==> src/rtl/tlsd_pkg.sv <==
package tlsd_pkg;

    localparam int unsigned REG_COUNT = 16;
    localparam int unsigned REG_IDX_W = 4;
    localparam int unsigned DATA_W    = 32;
    localparam int unsigned INSN_W    = 16;

    localparam logic CMD_WRITE  = 1'b0;
    localparam logic CMD_DECODE = 1'b1;

    localparam logic [INSN_W-1:0] MASK_REG_FORM = 16'hFE00;
    localparam logic [INSN_W-1:0] MASK_IMM_FORM = 16'hF800;

    localparam logic [INSN_W-1:0] OP_STR_REG   = 16'h5000;
    localparam logic [INSN_W-1:0] OP_STRH_REG  = 16'h5200;
    localparam logic [INSN_W-1:0] OP_STRB_REG  = 16'h5400;
    localparam logic [INSN_W-1:0] OP_LDRSB_REG = 16'h5600;
    localparam logic [INSN_W-1:0] OP_LDR_REG   = 16'h5800;
    localparam logic [INSN_W-1:0] OP_LDRH_REG  = 16'h5A00;
    localparam logic [INSN_W-1:0] OP_LDRB_REG  = 16'h5C00;
    localparam logic [INSN_W-1:0] OP_LDRSH_REG = 16'h5E00;

    localparam logic [INSN_W-1:0] OP_STR_IMM   = 16'h6000;
    localparam logic [INSN_W-1:0] OP_LDR_IMM   = 16'h6800;
    localparam logic [INSN_W-1:0] OP_STRB_IMM  = 16'h7000;
    localparam logic [INSN_W-1:0] OP_LDRB_IMM  = 16'h7800;
    localparam logic [INSN_W-1:0] OP_STRH_IMM  = 16'h8000;
    localparam logic [INSN_W-1:0] OP_LDRH_IMM  = 16'h8800;
    localparam logic [INSN_W-1:0] OP_STR_SP    = 16'h9000;
    localparam logic [INSN_W-1:0] OP_LDR_SP    = 16'h9800;

    localparam logic [1:0] SZ_BYTE = 2'd0;
    localparam logic [1:0] SZ_HALF = 2'd1;
    localparam logic [1:0] SZ_WORD = 2'd2;

    localparam logic [2:0] PC_STEP_THUMB = 3'd2;

    typedef struct packed {
        logic              cmd;
        logic [3:0]        reg_index;
        logic [31:0]       reg_value;
        logic [15:0]       instruction;
    } t_in_item;

    typedef struct packed {
        logic              matched;
        logic              is_load;
        logic [31:0]       effective_address;
        logic [2:0]        target_reg;
        logic [1:0]        access_size;
        logic              sign_extend;
        logic [2:0]        pc_step;
    } t_out_item;

endpackage

==> src/rtl/tlsd_decode.sv <==
module tlsd_decode (
    input  logic [15:0]          i_instruction,
    input  logic [31:0]          i_rn_value,
    input  logic [31:0]          i_rm_value,
    input  logic [31:0]          i_sp_value,
    output tlsd_pkg::t_out_item  o_result
);
    import tlsd_pkg::*;

    logic [2:0]  rt;
    logic [2:0]  rt_sp;
    logic [4:0]  imm5;
    logic [7:0]  imm8;
    logic [31:0] addr_reg;
    logic [31:0] addr_word;
    logic [31:0] addr_half;
    logic [31:0] addr_byte;
    logic [31:0] addr_sp;

    assign rt    = i_instruction[2:0];
    assign rt_sp = i_instruction[10:8];
    assign imm5  = i_instruction[10:6];
    assign imm8  = i_instruction[7:0];

    assign addr_reg  = i_rn_value + i_rm_value;
    assign addr_word = i_rn_value + {25'd0, imm5, 2'b00};
    assign addr_half = i_rn_value + {26'd0, imm5, 1'b0};
    assign addr_byte = i_rn_value + {27'd0, imm5};
    assign addr_sp   = i_sp_value + {22'd0, imm8, 2'b00};

    always_comb begin
        o_result = '0;
        case (i_instruction & MASK_REG_FORM)
            OP_STR_REG: begin
                o_result = '{1'b1, 1'b0, addr_reg, rt, SZ_WORD, 1'b0, PC_STEP_THUMB};
            end
            OP_STRH_REG: begin
                o_result = '{1'b1, 1'b0, addr_reg, rt, SZ_HALF, 1'b0, PC_STEP_THUMB};
            end
            OP_STRB_REG: begin
                o_result = '{1'b1, 1'b0, addr_reg, rt, SZ_BYTE, 1'b0, PC_STEP_THUMB};
            end
            OP_LDRSB_REG: begin
                o_result = '{1'b1, 1'b1, addr_reg, rt, SZ_BYTE, 1'b1, PC_STEP_THUMB};
            end
            OP_LDR_REG: begin
                o_result = '{1'b1, 1'b1, addr_reg, rt, SZ_WORD, 1'b0, PC_STEP_THUMB};
            end
            OP_LDRH_REG: begin
                o_result = '{1'b1, 1'b1, addr_reg, rt, SZ_HALF, 1'b0, PC_STEP_THUMB};
            end
            OP_LDRB_REG: begin
                o_result = '{1'b1, 1'b1, addr_reg, rt, SZ_BYTE, 1'b0, PC_STEP_THUMB};
            end
            OP_LDRSH_REG: begin
                o_result = '{1'b1, 1'b1, addr_reg, rt, SZ_HALF, 1'b1, PC_STEP_THUMB};
            end
            default: begin
                case (i_instruction & MASK_IMM_FORM)
                    OP_STR_IMM: begin
                        o_result = '{1'b1, 1'b0, addr_word, rt, SZ_WORD, 1'b0,
                                     PC_STEP_THUMB};
                    end
                    OP_LDR_IMM: begin
                        o_result = '{1'b1, 1'b1, addr_word, rt, SZ_WORD, 1'b0,
                                     PC_STEP_THUMB};
                    end
                    OP_STRB_IMM: begin
                        o_result = '{1'b1, 1'b0, addr_byte, rt, SZ_BYTE, 1'b0,
                                     PC_STEP_THUMB};
                    end
                    OP_LDRB_IMM: begin
                        o_result = '{1'b1, 1'b1, addr_byte, rt, SZ_BYTE, 1'b0,
                                     PC_STEP_THUMB};
                    end
                    OP_STRH_IMM: begin
                        o_result = '{1'b1, 1'b0, addr_half, rt, SZ_HALF, 1'b0,
                                     PC_STEP_THUMB};
                    end
                    OP_LDRH_IMM: begin
                        o_result = '{1'b1, 1'b1, addr_half, rt, SZ_HALF, 1'b0,
                                     PC_STEP_THUMB};
                    end
                    OP_STR_SP: begin
                        o_result = '{1'b1, 1'b0, addr_sp, rt_sp, SZ_WORD, 1'b0,
                                     PC_STEP_THUMB};
                    end
                    OP_LDR_SP: begin
                        o_result = '{1'b1, 1'b1, addr_sp, rt_sp, SZ_WORD, 1'b0,
                                     PC_STEP_THUMB};
                    end
                    default: begin
                        o_result = '0;
                    end
                endcase
            end
        endcase
    end

endmodule

==> src/rtl/thumb_load_store_decoder.sv <==
// Decodes 16-bit Thumb single-register load/store halfwords against a 16-entry
// register file. A write transaction (cmd 0) updates one register and gives no
// result; a decode transaction (cmd 1) gives exactly one result, with matched
// cleared and all other fields zero when the halfword is not a supported form.
// The block takes one transaction per cycle unless o_in_stall is high, as it is
// while a decode waits behind a stalled output. A decode transaction passes the
// registered read of the register file, then the registered decode and address
// add. A write is seen by any decode accepted in a later cycle. Registers read
// as zero until written; the SP-relative forms use register STACK_REG as the base.
module thumb_load_store_decoder #(
    parameter int unsigned STACK_REG = 13
) (
    input  logic                 i_clk,
    input  logic                 i_rst_n,
    input  logic                 i_in_valid,
    output logic                 o_in_stall,
    input  tlsd_pkg::t_in_item   i_in_data,
    output logic                 o_out_valid,
    input  logic                 i_out_stall,
    output tlsd_pkg::t_out_item  o_out_data
);
    import tlsd_pkg::*;

    localparam logic [REG_IDX_W-1:0] SP_IDX = REG_IDX_W'(STACK_REG);

    logic [DATA_W-1:0]    r_mem [REG_COUNT];
    logic [REG_COUNT-1:0] r_written;
    logic [DATA_W-1:0]    r_sp;

    logic                 r_s1_valid;
    logic [INSN_W-1:0]    r_s1_insn;
    logic [DATA_W-1:0]    r_s1_rn;
    logic [DATA_W-1:0]    r_s1_rm;
    logic                 r_s1_rn_ok;
    logic                 r_s1_rm_ok;
    logic [DATA_W-1:0]    r_s1_sp;

    logic                 r_out_valid;
    t_out_item            r_out_data;

    logic                 out_free;
    logic                 in_accept;
    logic                 wr_en;
    logic                 dec_en;
    logic [2:0]           rn_idx;
    logic [2:0]           rm_idx;
    logic [DATA_W-1:0]    rn_value;
    logic [DATA_W-1:0]    rm_value;
    logic                 n_s1_valid;
    t_out_item            dec_result;

    assign out_free   = !r_out_valid || !i_out_stall;
    assign o_in_stall = r_s1_valid && !out_free;
    assign in_accept  = i_in_valid && !o_in_stall;
    assign wr_en      = in_accept && (i_in_data.cmd == CMD_WRITE);
    assign dec_en     = in_accept && (i_in_data.cmd == CMD_DECODE);
    assign rn_idx     = i_in_data.instruction[5:3];
    assign rm_idx     = i_in_data.instruction[8:6];

    // register file, two registered read ports
    always_ff @(posedge i_clk) begin
        if (wr_en) begin
            r_mem[i_in_data.reg_index] <= i_in_data.reg_value;
        end
        if (dec_en) begin
            r_s1_rn <= r_mem[{1'b0, rn_idx}];
            r_s1_rm <= r_mem[{1'b0, rm_idx}];
        end
    end

    always_ff @(posedge i_clk) begin
        if (!i_rst_n) begin
            r_written <= '0;
            r_sp      <= '0;
        end else if (wr_en) begin
            r_written[i_in_data.reg_index] <= 1'b1;
            if (i_in_data.reg_index == SP_IDX) begin
                r_sp <= i_in_data.reg_value;
            end
        end
    end

    always_comb begin
        n_s1_valid = r_s1_valid;
        if (dec_en) begin
            n_s1_valid = 1'b1;
        end else if (out_free) begin
            n_s1_valid = 1'b0;
        end
    end

    always_ff @(posedge i_clk) begin
        if (!i_rst_n) begin
            r_s1_valid <= 1'b0;
        end else begin
            r_s1_valid <= n_s1_valid;
        end
    end

    always_ff @(posedge i_clk) begin
        if (dec_en) begin
            r_s1_insn  <= i_in_data.instruction;
            r_s1_sp    <= r_sp;
            r_s1_rn_ok <= r_written[{1'b0, rn_idx}];
            r_s1_rm_ok <= r_written[{1'b0, rm_idx}];
        end
    end

    // never-written registers read as zero
    assign rn_value = r_s1_rn_ok ? r_s1_rn : '0;
    assign rm_value = r_s1_rm_ok ? r_s1_rm : '0;

    tlsd_decode u_decode (
        .i_instruction (r_s1_insn),
        .i_rn_value    (rn_value),
        .i_rm_value    (rm_value),
        .i_sp_value    (r_s1_sp),
        .o_result      (dec_result)
    );

    always_ff @(posedge i_clk) begin
        if (!i_rst_n) begin
            r_out_valid <= 1'b0;
        end else if (out_free) begin
            r_out_valid <= r_s1_valid;
        end
    end

    always_ff @(posedge i_clk) begin
        if (out_free && r_s1_valid) begin
            r_out_data <= dec_result;
        end
    end

    assign o_out_valid = r_out_valid;
    assign o_out_data  = r_out_data;

endmodule

==> config.mk <==
export PLATFORM = sky130hd
export DESIGN_NAME = thumb_load_store_decoder
export DESIGN_NICKNAME = d
export VERILOG_FILES = /design/src/rtl/tlsd_pkg.sv /design/src/rtl/tlsd_decode.sv /design/src/rtl/thumb_load_store_decoder.sv
export SDC_FILE = /design/constraint.sdc
export NUM_CORES = 1
export LEC_CHECK = 0
export ABC_CLOCK_PERIOD_IN_PS = 11180
export CAP_MARGIN = 20
export CORE_MARGIN = 8
export CORE_UTILIZATION = 60
export CTS_CLUSTER_DIAMETER = 200
export DETAILED_ROUTE_END_ITERATION = 6
export DONT_BUFFER_PORTS = 1
export MAX_ROUTING_LAYER = met4
export PLACE_DENSITY = 0.75
export SYNTH_ARGS = -nofsm -noshare
export SYNTH_HDL_FRONTEND = slang
export SYNTH_HIERARCHICAL = 1
export SYNTH_SLANG_ARGS = --single-unit
==> constraint.sdc <==
create_clock -name i_clk -period 11.18 [get_ports i_clk]
set_input_delay 0.559 -clock i_clk [delete_from_list [all_inputs] [get_ports i_clk]]
set_output_delay 0.559 -clock i_clk [all_outputs]
set_load 0.1 [all_outputs]
==> impl_metrics.toml <==
[power_and_ir_drop]
power.leakage_nw = 8.624
ir_drop_mv = 0.1754
powerDensity_nw_per_um2 = 149.0
finalPower_w = 0.003840

[sta]
finalCritPeriodShare_pct = 34.33
period_needed_ns = 3.838
report.final.hold_viol_count = 0
setup_viol = 0
clock.fmax_mhz = 260.5
tightest_slew_ns = 1.176
slew_headroom_pct = 21.52
rsz0062_at_grt = "false"
fin_worst_skew_ns = 0.02058
drv_slew = 0
final.setup.tns_ns = 0

[cts]
clkSinkCount = 455
clk_pin_slew_ns = 0.06
cts_buffers = 47
clockBufferDepth = 3
post_cts_buffers = 0
cts_max_level = 2
clk_latency_ns = 0.60
cts_hold_repair.buffers = 0
clock-root-buffer = "clkbuf_16"
cts_resized = 0
tritoncts = "done"

[route]
dr.first_iter.drc_count = 1754
drt-total-wl_mm = 64.23
drc = 0
wl_per_cell_um = 28.53
vias = 15615
ant_nets = 0
drt-pass1-iter-count = 6
avgViaCountPerCell = 6.937

[run_status]
status = "completed"

[die]
num_rows = 73
initial_core_util_pct = 60.24
die-area_um2 = 46240
ioPinCount = 102
die_x_um = 215.0
dieHeight_um = 215.0
core_um2 = 39460

[placed_design]
dpl.cell_count = 2163
io_buffers = 0
gp_routability_congestion = 1.047
place_area_um2 = 24120
dpl.hpwl_mm = 42.83

[critical_path]
end_kind = "flop"
worst-path-max-fanout = 32
cp.required_ns = 11.51
cpMaxStageDelayCell = "a211oi_1"
crit_top_cell = "a21oi_1"
crit_chain = "buf_4, and2_1, ha_1, inv_1, fa_1, nand2b_1, a21oi_1, o211ai_1, a211oi_1, or4_1, a21oi_1, or3_1"
crit_path_start_kind = "flop"
max_stage_delay_ns = 0.66
crit_type = "flop to flop"
cp.arrival_ns = 4.17

[synthesis]
synthTopCellsByArea = "edfxtp_1 (52%), mux4_2 (11%), dfxtp_1 (3.5%)"
synth_seq_cells = 455
ys_warn_count = 6
yosys.area.top_type = "edfxtp_1"
synth_cell_type_count = 87
syn_area_um2 = 23770
synth_top_flop_cell = "edfxtp_1"
synth_top_area_share_pct = 52.18
synthArstFlopShare_pct = 0
synth-edff-count = 413
synth_seq_area_share_pct = 55.71
synthCells = 1719
syn_avg_cell_area_um2 = 13.83

[global_routing]
grt_max_degree = 79
antenna_found_initial = 0
first_global_vias = 15459
grt_use_total_pct = 27.96
gr-total-overflow = 0
grt_pass1_wl_mm = 96.01

[final_layout]
layout-drive-gt1-share_pct = 18.02
final_design_area_no_fill_um2 = 25770
syn_to_final_growth_pct = 8.433
seqCellArea_um2 = 13240
stdcell_count = 2251
nFillCells = 2854
diodes = 0
multi_input_area_um2 = 10010
finalNetCount = 1803

[flow_run]
cap_violations = 0

[min_path]
worstHoldPathType = "input pin to flop"
## layout by cell type, fill, tap and decap left out, drive strengths merged, types with 14 or more instances in the layout
cell,instances
a211oi,14
a21o,15
a21oi,79
and2,72
and3,20
buf,16
clkbuf,73
dfxtp,42
edfxtp,413
ha,54
inv,25
mux2,67
mux2i,39
mux4,132
nand2,155
nand3,44
nand4,25
nor2,69
nor3,27
o211ai,18
o21ai,69
xnor2,23
xor2,34
## final cells by class
class,count,area share (%)
Sequential cell,455,51.38
Clock inverter,15,0.9709
Multi-Input combinational cell,1144,38.85
Tap cell,525,2.549
Clock buffer,73,5.452
Inverter,23,0.3350
Timing Repair Buffer,16,0.4660
## power by group
| group | leakage [nW] | internal (W) | switching, W |
|---|---|---|---|
| Combinational | 3.68 | 0.000115 | 0.000126 |
| Clock | 0.805 | 0.000987 | 0.000658 |
| Sequential | 4.14 | 0.00190 | 0.0000552 |
| Total | 8.62 | 0.00300 | 0.000840 |
## critical path: cells and delay by family, from the launching register on
kind | cells | cell delay (ns)
AOI/OAI and AO/OA | 4 | 1.28
DFF | 1 | 0.33
adders and majority gates | 2 | 0.60
and+or+nand+nor | 4 | 0.99
buffers and inverters | 2 | 0.36
## per-stage QoR
| step | utilization [%] | hold slack (ns) | worst slack (ns) |
|---|---|---|---|
| 2_1_floorplan | - | 0.4081 | 6.640 |
| 3_3_place_gp | 61.12 | 0.4144 | 7.503 |
| 3_5_place_dp | 61.12 | 0.4141 | 7.437 |
| 4_1_cts | 65.32 | 0.02703 | 7.419 |
| 5_1_grt | 65.32 | 0.03153 | 7.178 |
| 6_report | 65.32 | 0.05193 | 7.342 |
## path summary, 6_finish.rpt
check	startpoint	endpoint	slack, ns	depth (start not counted)
setup / recovery	r_s1_rn_ok$_DFFE_PP_	o_out_data[33]$_DFFE_PP_	7.34	12
hold / removal	i_in_data[31]	r_mem[1][15]$_DFFE_PP_	0.05	0
setup reg to reg	r_s1_rn_ok$_DFFE_PP_	o_out_data[33]$_DFFE_PP_	7.34	12
hold reg to reg	r_sp[28]$_SDFFE_PN0P_	r_s1_sp[28]$_DFFE_PP_	0.43	0
## sequential cells by signal, summed over array words and instances (netlist names), 8 cells and up
register / flops
r_written: 8
r_sp: 32
r_s1_rn: 32
r_s1_rm: 32
o_out_data: 43
r_s1_sp: 32
r_s1_insn: 16
r_mem: 256
## routing by layer
metal	vias up	track usage (%)	routed length, um
met3	97	5.941	6185
met1	7966	39.67	27650
li1	6734	-	-
met4	0	6.060	1211
met2	818	41.67	29180
met5	-	-	0
## cell families (layout without fill, tap and decap cells)
group           count (synthesis)  after routing  share of synthesized area (%)
compound gates                313            313                          8.722
xor+xnor                       57             57                          2.100
fa+ha+maj                      59             59                          3.264
buf+inv                       121            127                          2.516
flops                         455            455                          55.71
mux                           238            238                          17.51
other cells                     1              2                        0.01578
simple gates                  475            475                          10.16
## synth_stat cells, types with 7 or more instances
| cell type | number |
|---|---|
| inv_1 | 22 |
| o21ai_0 | 68 |
| nand3_1 | 44 |
| o22ai_1 | 8 |
| mux4_1 | 11 |
| and2_1 | 72 |
| nand2_1 | 155 |
| mux2i_1 | 39 |
| ha_1 | 54 |
| mux4_2 | 120 |
| clkbuf_1 | 61 |
| buf_6 | 7 |
| o21a_1 | 10 |
| nor2_1 | 68 |
| nand2b_1 | 9 |
| and3_1 | 20 |
| nand4_1 | 24 |
| a211oi_1 | 14 |
| a31oi_1 | 9 |
| nor4_1 | 9 |
| a221o_1 | 8 |
| a21o_1 | 15 |
| xor2_1 | 34 |
| nand3b_1 | 7 |
| mux2_2 | 67 |
| edfxtp_1 | 413 |
| a21oi_1 | 79 |
| xnor2_1 | 23 |
| o21bai_1 | 10 |
| o211ai_1 | 18 |
| a221oi_1 | 10 |
| nor3_1 | 27 |
| dfxtp_1 | 42 |
| buf_2 | 20 |
(Power assumes the default switching activity.)
